==> config.mk <==
export PLATFORM = sky130hd
export DESIGN_NAME = lru_key_value_cache_unit
export DESIGN_NICKNAME = d
export VERILOG_FILES = /design/src/rtl/lkv_pkg.sv /design/src/rtl/lkv_cell.sv /design/src/rtl/lru_key_value_cache_unit.sv
export SDC_FILE = /design/constraint.sdc
export NUM_CORES = 2
export LEC_CHECK = 0
export ABC_AREA = 0
export BUFFER_PORTS_ARGS = -buffer_cell sky130_fd_sc_hd__buf_2
export CORE_ASPECT_RATIO = 1.75
export CORE_MARGIN = 10
export CORE_UTILIZATION = 40
export DETAILED_ROUTE_END_ITERATION = 10
export SLEW_MARGIN = 10
export SYNTH_ARGS = -nofsm -noshare
export SYNTH_HDL_FRONTEND = slang
export SYNTH_SLANG_ARGS = --single-unit
==> constraint.sdc <==
create_clock -name i_clk -period 7.9 [get_ports i_clk]
set_input_delay 0.79 -clock i_clk [delete_from_list [all_inputs] [get_ports i_clk]]
set_output_delay 0.79 -clock i_clk [all_outputs]
set_load 0.02 [all_outputs]
==> src/rtl/lkv_pkg.sv <==
// shared types and constants for the lru key-value cache
`timescale 1ns / 1ps
package lkv_pkg;

    localparam int ENTRIES_DEF    = 16;
    localparam int KEY_BITS_DEF   = 32;
    localparam int VALUE_BITS_DEF = 32;

    localparam int CAP_W = 5;
    localparam logic [CAP_W-1:0] CAP_RESET = 5'd16;

    localparam logic [1:0] OP_SET = 2'd0;
    localparam logic [1:0] OP_GET = 2'd1;
    localparam logic [1:0] OP_DEL = 2'd2;

    localparam logic [2:0] ST_SET_UPD   = 3'd0;
    localparam logic [2:0] ST_SET_INS   = 3'd1;
    localparam logic [2:0] ST_SET_EVICT = 3'd2;
    localparam logic [2:0] ST_GET_HIT   = 3'd3;
    localparam logic [2:0] ST_GET_MISS  = 3'd4;
    localparam logic [2:0] ST_DEL       = 3'd5;

    typedef enum logic [0:0] {
        MODE_FRONT = 1'b0,
        MODE_CLOSE = 1'b1
    } t_mode;

    typedef struct packed {
        logic  active;
        t_mode mode;
        logic  use_tail;
    } t_cell_cmd;

endpackage

==> src/rtl/lkv_cell.sv <==
// one entry of the recency-ordered cell row
`timescale 1ns / 1ps
module lkv_cell #(
    parameter int KEY_BITS   = lkv_pkg::KEY_BITS_DEF,
    parameter int VALUE_BITS = lkv_pkg::VALUE_BITS_DEF
) (
    input  logic                  i_clk,
    input  logic                  i_rst_n,
    input  lkv_pkg::t_cell_cmd    i_cmd,
    input  logic [KEY_BITS-1:0]   i_req_key,
    input  logic                  i_prev_valid,
    input  logic [KEY_BITS-1:0]   i_prev_key,
    input  logic [VALUE_BITS-1:0] i_prev_value,
    input  logic                  i_prev_upto,
    input  logic                  i_next_valid,
    input  logic [KEY_BITS-1:0]   i_next_key,
    input  logic [VALUE_BITS-1:0] i_next_value,
    output logic                  o_valid,
    output logic [KEY_BITS-1:0]   o_key,
    output logic [VALUE_BITS-1:0] o_value,
    output logic                  o_match,
    output logic                  o_upto
);
    import lkv_pkg::*;

    logic                  r_valid;
    logic [KEY_BITS-1:0]   r_key;
    logic [VALUE_BITS-1:0] r_value;
    logic                  w_tail;
    logic                  w_mark;
    logic                  w_take_prev;
    logic                  w_take_next;

    assign o_match = r_valid && (r_key == i_req_key);
    assign w_tail  = r_valid && !i_next_valid;
    assign w_mark  = i_cmd.use_tail ? w_tail : o_match;
    assign o_upto  = i_prev_upto | w_mark;

    assign w_take_prev = i_cmd.active && (i_cmd.mode == MODE_FRONT) && !i_prev_upto;
    assign w_take_next = i_cmd.active && (i_cmd.mode == MODE_CLOSE) && o_upto;

    always_ff @(posedge i_clk) begin
        if (!i_rst_n) begin
            r_valid <= 1'b0;
        end else if (w_take_prev) begin
            r_valid <= i_prev_valid;
        end else if (w_take_next) begin
            r_valid <= i_next_valid;
        end
    end

    always_ff @(posedge i_clk) begin
        if (w_take_prev) begin
            r_key   <= i_prev_key;
            r_value <= i_prev_value;
        end else if (w_take_next) begin
            r_key   <= i_next_key;
            r_value <= i_next_value;
        end
    end

    assign o_valid = r_valid;
    assign o_key   = r_key;
    assign o_value = r_value;

endmodule

==> src/rtl/lru_key_value_cache_unit.sv <==
// lru key-value cache top level: request stage, cell row, result register
// path: the item enters the request register, then the cell row and result register update together
// throughput: one item per cycle while the result side does not stall
// the rate is set by the cell row: key compare, shift chain and entry move all happen in the same cycle
// reset: all cells invalid, occupancy zero, capacity 16, no item held
`timescale 1ns / 1ps
module lru_key_value_cache_unit #(
    parameter int ENTRIES    = lkv_pkg::ENTRIES_DEF,
    parameter int KEY_BITS   = lkv_pkg::KEY_BITS_DEF,
    parameter int VALUE_BITS = lkv_pkg::VALUE_BITS_DEF
) (
    input  logic                     i_clk,
    input  logic                     i_rst_n,
    input  logic                     i_in_valid,
    output logic                     o_in_stall,
    input  logic [1:0]               i_op,
    input  logic [KEY_BITS-1:0]      i_key,
    input  logic [VALUE_BITS-1:0]    i_value,
    output logic                     o_out_valid,
    input  logic                     i_out_stall,
    output logic [2:0]               o_status,
    output logic                     o_found,
    output logic [VALUE_BITS-1:0]    o_read_value,
    output logic [KEY_BITS-1:0]      o_evicted_key,
    input  logic                     i_cfg_valid,
    output logic                     o_cfg_ready,
    input  logic [lkv_pkg::CAP_W-1:0] i_cfg_data
);
    import lkv_pkg::*;

    localparam int CNT_W = $clog2(ENTRIES + 1);
    localparam int CMP_W = (CNT_W > CAP_W) ? CNT_W : CAP_W;
    localparam logic [CMP_W-1:0] ENTRIES_CMP = CMP_W'(ENTRIES);

    logic                  r_req_valid;
    logic [1:0]            r_op;
    logic [KEY_BITS-1:0]   r_key;
    logic [VALUE_BITS-1:0] r_value;
    logic [CAP_W-1:0]      r_cap;
    logic [CNT_W-1:0]      r_count;
    logic [CNT_W-1:0]      n_count;

    logic                  r_out_valid;
    logic [2:0]            r_status;
    logic                  r_found;
    logic [VALUE_BITS-1:0] r_read_value;
    logic [KEY_BITS-1:0]   r_evicted_key;
    logic [2:0]            n_status;
    logic                  n_found;
    logic [VALUE_BITS-1:0] n_read_value;
    logic [KEY_BITS-1:0]   n_evicted_key;

    logic                  w_out_free;
    logic                  w_accept;
    logic                  w_process;
    logic                  w_hit;
    logic                  w_evict;
    logic [CMP_W-1:0]      w_cap_lo;
    logic [CMP_W-1:0]      w_cap_eff;
    logic [VALUE_BITS-1:0] w_hit_value;
    logic [KEY_BITS-1:0]   w_tail_key;
    logic [VALUE_BITS-1:0] w_front_value;
    t_cell_cmd             w_cmd;

    logic [ENTRIES-1:0]    w_valid;
    logic [ENTRIES-1:0]    w_valid_next;
    logic [ENTRIES-1:0]    w_tail;
    logic [ENTRIES-1:0]    w_match;
    logic [ENTRIES-1:0]    w_upto;
    logic [KEY_BITS-1:0]   w_key   [ENTRIES];
    logic [VALUE_BITS-1:0] w_val   [ENTRIES];

    // handshake
    assign w_out_free = !r_out_valid || !i_out_stall;
    assign w_process  = r_req_valid && w_out_free;
    assign o_in_stall = r_req_valid && !w_out_free;
    assign w_accept   = i_in_valid && !o_in_stall;
    assign o_cfg_ready = 1'b1;

    always_ff @(posedge i_clk) begin
        if (!i_rst_n) begin
            r_req_valid <= 1'b0;
        end else if (w_accept) begin
            r_req_valid <= 1'b1;
        end else if (w_process) begin
            r_req_valid <= 1'b0;
        end
    end

    always_ff @(posedge i_clk) begin
        if (w_accept) begin
            r_op    <= i_op;
            r_key   <= i_key;
            r_value <= i_value;
        end
    end

    always_ff @(posedge i_clk) begin
        if (!i_rst_n) begin
            r_cap <= CAP_RESET;
        end else if (i_cfg_valid && o_cfg_ready) begin
            r_cap <= i_cfg_data;
        end
    end

    // effective capacity and eviction decision
    assign w_cap_lo  = (r_cap == '0) ? CMP_W'(1) : CMP_W'(r_cap);
    assign w_cap_eff = (w_cap_lo > ENTRIES_CMP) ? ENTRIES_CMP : w_cap_lo;
    assign w_evict   = CMP_W'(r_count) >= w_cap_eff;

    // cell row, index 0 most recent
    assign w_valid_next = {1'b0, w_valid[ENTRIES-1:1]};
    assign w_tail       = w_valid & ~w_valid_next;
    assign w_hit        = |w_match;

    always_comb begin
        w_hit_value = '0;
        w_tail_key  = '0;
        for (int i = 0; i < ENTRIES; i++) begin
            if (w_match[i]) begin
                w_hit_value = w_hit_value | w_val[i];
            end
            if (w_tail[i]) begin
                w_tail_key = w_tail_key | w_key[i];
            end
        end
    end

    assign w_front_value = (r_op == OP_GET) ? w_hit_value : r_value;

    always_comb begin
        w_cmd.active   = 1'b0;
        w_cmd.mode     = MODE_FRONT;
        w_cmd.use_tail = 1'b0;
        unique case (r_op)
            OP_SET: begin
                w_cmd.active   = w_process;
                w_cmd.use_tail = !w_hit && w_evict;
            end
            OP_GET: begin
                w_cmd.active = w_process && w_hit;
            end
            OP_DEL: begin
                w_cmd.active = w_process && w_hit;
                w_cmd.mode   = MODE_CLOSE;
            end
            default: begin
                w_cmd.active = 1'b0;
            end
        endcase
    end

    for (genvar g = 0; g < ENTRIES; g++) begin : g_cell
        logic                  w_pv;
        logic [KEY_BITS-1:0]   w_pk;
        logic [VALUE_BITS-1:0] w_pval;
        logic                  w_pu;
        logic                  w_nv;
        logic [KEY_BITS-1:0]   w_nk;
        logic [VALUE_BITS-1:0] w_nval;

        if (g == 0) begin : g_head
            assign w_pv   = 1'b1;
            assign w_pk   = r_key;
            assign w_pval = w_front_value;
            assign w_pu   = 1'b0;
        end else begin : g_body
            assign w_pv   = w_valid[g-1];
            assign w_pk   = w_key[g-1];
            assign w_pval = w_val[g-1];
            assign w_pu   = w_upto[g-1];
        end

        if (g == ENTRIES - 1) begin : g_end
            assign w_nv   = 1'b0;
            assign w_nk   = '0;
            assign w_nval = '0;
        end else begin : g_mid
            assign w_nv   = w_valid[g+1];
            assign w_nk   = w_key[g+1];
            assign w_nval = w_val[g+1];
        end

        lkv_cell #(
            .KEY_BITS   (KEY_BITS),
            .VALUE_BITS (VALUE_BITS)
        ) u_cell (
            .i_clk        (i_clk),
            .i_rst_n      (i_rst_n),
            .i_cmd        (w_cmd),
            .i_req_key    (r_key),
            .i_prev_valid (w_pv),
            .i_prev_key   (w_pk),
            .i_prev_value (w_pval),
            .i_prev_upto  (w_pu),
            .i_next_valid (w_nv),
            .i_next_key   (w_nk),
            .i_next_value (w_nval),
            .o_valid      (w_valid[g]),
            .o_key        (w_key[g]),
            .o_value      (w_val[g]),
            .o_match      (w_match[g]),
            .o_upto       (w_upto[g])
        );
    end

    // result and occupancy
    always_comb begin
        n_status      = ST_GET_MISS;
        n_found       = 1'b0;
        n_read_value  = '0;
        n_evicted_key = '0;
        n_count       = r_count;
        unique case (r_op)
            OP_SET: begin
                if (w_hit) begin
                    n_status = ST_SET_UPD;
                    n_found  = 1'b1;
                end else if (w_evict) begin
                    n_status      = ST_SET_EVICT;
                    n_evicted_key = w_tail_key;
                end else begin
                    n_status = ST_SET_INS;
                    n_count  = r_count + CNT_W'(1);
                end
            end
            OP_GET: begin
                if (w_hit) begin
                    n_status     = ST_GET_HIT;
                    n_found      = 1'b1;
                    n_read_value = w_hit_value;
                end
            end
            OP_DEL: begin
                n_status = ST_DEL;
                n_found  = w_hit;
                if (w_hit) begin
                    n_count = r_count - CNT_W'(1);
                end
            end
            default: begin
                n_status = ST_GET_MISS;
            end
        endcase
    end

    always_ff @(posedge i_clk) begin
        if (!i_rst_n) begin
            r_count     <= '0;
            r_out_valid <= 1'b0;
        end else begin
            if (w_process) begin
                r_count <= n_count;
            end
            if (w_process) begin
                r_out_valid <= 1'b1;
            end else if (!i_out_stall) begin
                r_out_valid <= 1'b0;
            end
        end
    end

    always_ff @(posedge i_clk) begin
        if (w_process) begin
            r_status      <= n_status;
            r_found       <= n_found;
            r_read_value  <= n_read_value;
            r_evicted_key <= n_evicted_key;
        end
    end

    assign o_out_valid   = r_out_valid;
    assign o_status      = r_status;
    assign o_found       = r_found;
    assign o_read_value  = r_read_value;
    assign o_evicted_key = r_evicted_key;

    a_count_matches_cells: assert property (@(posedge i_clk) disable iff (!i_rst_n)
        r_count == CNT_W'($countones(w_valid)))
        else $error("occupancy count differs from valid cells");

    a_cells_contiguous: assert property (@(posedge i_clk) disable iff (!i_rst_n)
        (w_valid_next & ~w_valid) == '0)
        else $error("valid cells not packed toward the front");

    a_single_hit: assert property (@(posedge i_clk) disable iff (!i_rst_n)
        r_req_valid |-> $onehot0(w_match))
        else $error("key present in more than one cell");

    a_count_bound: assert property (@(posedge i_clk) disable iff (!i_rst_n)
        CMP_W'(r_count) <= ENTRIES_CMP)
        else $error("occupancy above built size");

endmodule
==> results.yml <==
pwr:
  power.switching_mw: 3.54
  swShare: 0.255
  p_int_mw: 10.3
  p_comb_frac: 0.078
  power_mw: 13.9
  p_leak_nw: 24.9
  pwr_density_cell_mw_per_mm2: 196
  ir_worst_vdd_mv: 0.202
  clock_power_share: 0.411
  power_frac_seq: 0.511
synth:
  yosysWarningCount: 0
  synth.area.mux_share: 0.146
  ys_seq_area_frac: 0.563
  ys_types: 79
  synth_top_family_by_area: "multiplexers"
  yosys.area_share.simple: 0.0980
  synth_fa_ha_area_frac: 0.00291
  postSynthAreaPerCell_um2: 13.1
  synth-xor-area-share: 0.0718
  synth_edf_count: 1158
  async_reset_ff_frac: 0
  synth-seq-cells: 1186
  syn_nets: 4899
  synthFlopType: "edfxtp_1"
  netlist_area_mm2: 0.0628
  synth_compound_area_frac: 0.0892
  syn_inst: 4809
finish:
  design_area_mm2: 0.0708
  syn2layout_area_growth_pct: 12.8
  multi_input_area_mm2: 0.0262
  final_common_cell: "edfxtp_1"
  register_area_mm2: 0.0353
  mostFrequentLayoutCells: "1,158 x edfxtp_1, 548 x nand2_1, 539 x mux2_2"
  final_nets: 5037
  fillers: 14300
  drive_gt1_frac: 0.254
cts:
  clkSinkCount: 1186
  clock_latency_ns: 0.77
  cts_buffers: 113
  cts-root-buf: "clkbuf_16"
  holdBufCountCts: 0
  cts_setup_buffers: 0
  cts_tree: "yes"
  cts.reportedPaths.clkPinSlew_ns: 0.07
  clockBufferDepth: 3
  htreeDepth: 3
  cts-resized-gates: 0
sta:
  fin_worst_skew_ns: 0.0349
  setup-tns-final_ns: 0
  fin_crit_sh: 0.859
  worst_slew_pin_slew_ns: 1.41
  max_slew_margin: 0.0545
  period_needed_ns: 6.79
  hold_viol_final: 0
  final-setup-viol-count: 0
  fmax_mhz: 147
  final_max_slew_viol_count: 0
  rsz0062_at_grt: "false"
run:
  maxCapViolCount: 0
critical_path:
  arrival_ns: 7.17
  critical_path.top_delay_family: "simple AND/OR/NAND/NOR gates"
  worstSetupStartpointType: "flop"
  required_ns: 8.29
  crit_path_top_delay_cell: "xnor2_1"
  critical_path_class: "flop to flop"
  worst-path-buf-inv: 2
  max_stage_delay_ns: 0.87
  cp_max_fo: 55
  cp-end-kind: "flop"
  path_cells: "xnor2_1 > nand4_1 > nor4_1 > and4_2 > nor4_1 > or4b_1 > o21ai_4 > buf_4 > or3_4 > o21ai_4 > buf_12"
floorplan:
  dieWidth_um: 320
  coreArea_mm2: 0.156
  rows: 192
  die_h_um: 544
  start_util: 0.402
  io_pins: 147
  die_area_mm2: 0.174
grt:
  grt_max_degree: 66
  overflow: 0
  grt_antenna_before_repair: 23
  grt_usage: 0.396
  grt_pass1_vias: 48500
  grt_pass1_wl_um: 465000
detailed_routing:
  wl_um: 351000
  route.antenna.remaining_nets: 0
  vias: 49000
  drt_iter0_markers: 7007
  post-route-drc-count: 0
  vias_per_cell: 6.92
  first_pass_iters: 7
  wl_per_cell_um: 49.6
placed_design:
  port_buffers: 145
  gp_congestion: 1.07
  place_area_mm2: 0.0671
  hpwl_um: 254000
outcome:
  status: "completed"
hold_path:
  hp-class: "input port to flop"
## kinds of logic after synthesis
kind of cell,count (synthesis)
AOI/OAI and AO/OA,726
xor gates and xnor gates,515
adders and majority gates,14
buffers and inverters,356
DFF,1186
muxes,774
other,1
and+or+nand+nor,1237
## metrics by stage
step | std cells | setup WS [ns] | utilization | hold WS (ns)
floorplan | 4809 | 0.0533 | - | 0.451
global placement | 6867 | 1.53 | 0.429 | 0.473
detailed placement | 6867 | 1.52 | 0.429 | 0.483
CTS | 7073 | 1.50 | 0.453 | 0.160
global route | 7079 | 1.16 | 0.453 | 0.187
finish | 7086 | 1.11 | 0.453 | 0.197
## cell type report
cell class                 count  area share
antenna                       11    0.000389
timing repair buffer         359      0.0420
multi-input combinational   3267       0.370
tap                         2037      0.0360
clock buffer                 140      0.0420
clock inverter                66     0.00986
sequential                  1186       0.499
inverter                      20     0.00110
## synth_stat cells (all sizes together) (17+ instances only)
library cell | count | share of area
edfxtp | 1158 | 0.55
mux2 | 766 | 0.14
nand2 | 555 | 0.033
xor2 | 417 | 0.058
a22oi | 218 | 0.026
buf | 185 | 0.019
nor4 | 184 | 0.020
clkbuf | 151 | 0.0090
a221oi | 147 | 0.021
a22o | 147 | 0.021
nor2 | 125 | 0.0075
xnor2 | 98 | 0.014
nand4 | 81 | 0.0082
and3 | 75 | 0.0075
nand3 | 70 | 0.0057
o21ai | 70 | 0.0056
nor3 | 48 | 0.0044
a21oi | 47 | 0.0037
dfxtp | 28 | 0.0089
a41oi | 26 | 0.0036
nand4b | 22 | 0.0031
inv | 19 | 0.0011
or3 | 17 | 0.0018
## power groups by stage
stage,clock network (mW),logic (mW),registers (mW)
final,5.70,1.08,7.08
after global placement,0,1.04,7.21
after CTS,5.73,1.04,7.07
after floorplan,0,0.485,7.15
after detailed placement,0,1.04,7.21
after global routing,5.94,1.07,7.08
## flip-flops by register name, summed over array words and instances (netlist names)
| register | flops |
|---|---|
| o_status | 3 |
| o_evicted_key | 32 |
| r_count | 5 |
| g_cell.u_cell.o_value | 512 |
| o_read_value | 32 |
| r_req_valid | 1 |
| o_found | 1 |
| r_op | 2 |
| g_cell.w_pk | 32 |
| g_cell.u_cell.o_valid | 16 |
| o_out_valid | 1 |
| r_value | 32 |
| g_cell.u_cell.o_key | 512 |
| r_cap | 5 |
## routing by layer
layer,share of wire,vias up,wire [µm],global-route usage
met5,0.00022,-,79,0.000823
met2,0.48,3908,169000,0.672
met3,0.085,1224,29800,0.0737
met4,0.12,12,40900,0.357
met1,0.32,25000,112000,0.418
li1,-,18900,-,-
## final timing paths
path | start | end | slack (ns) | cells past startpoint
worst max-delay path | g_cell[0].w_pk[0] | g_cell[1].u_cell.o_key[23] | 1.11 | 11
worst min-delay path | i_value[20] | r_value[20] | 0.20 | 1
worst max register to register | g_cell[0].w_pk[0] | g_cell[1].u_cell.o_key[23] | 1.11 | 11
worst min register to register | r_req_valid | o_out_valid | 0.50 | 2
Note: power is estimated with default switching activity, not from simulation.
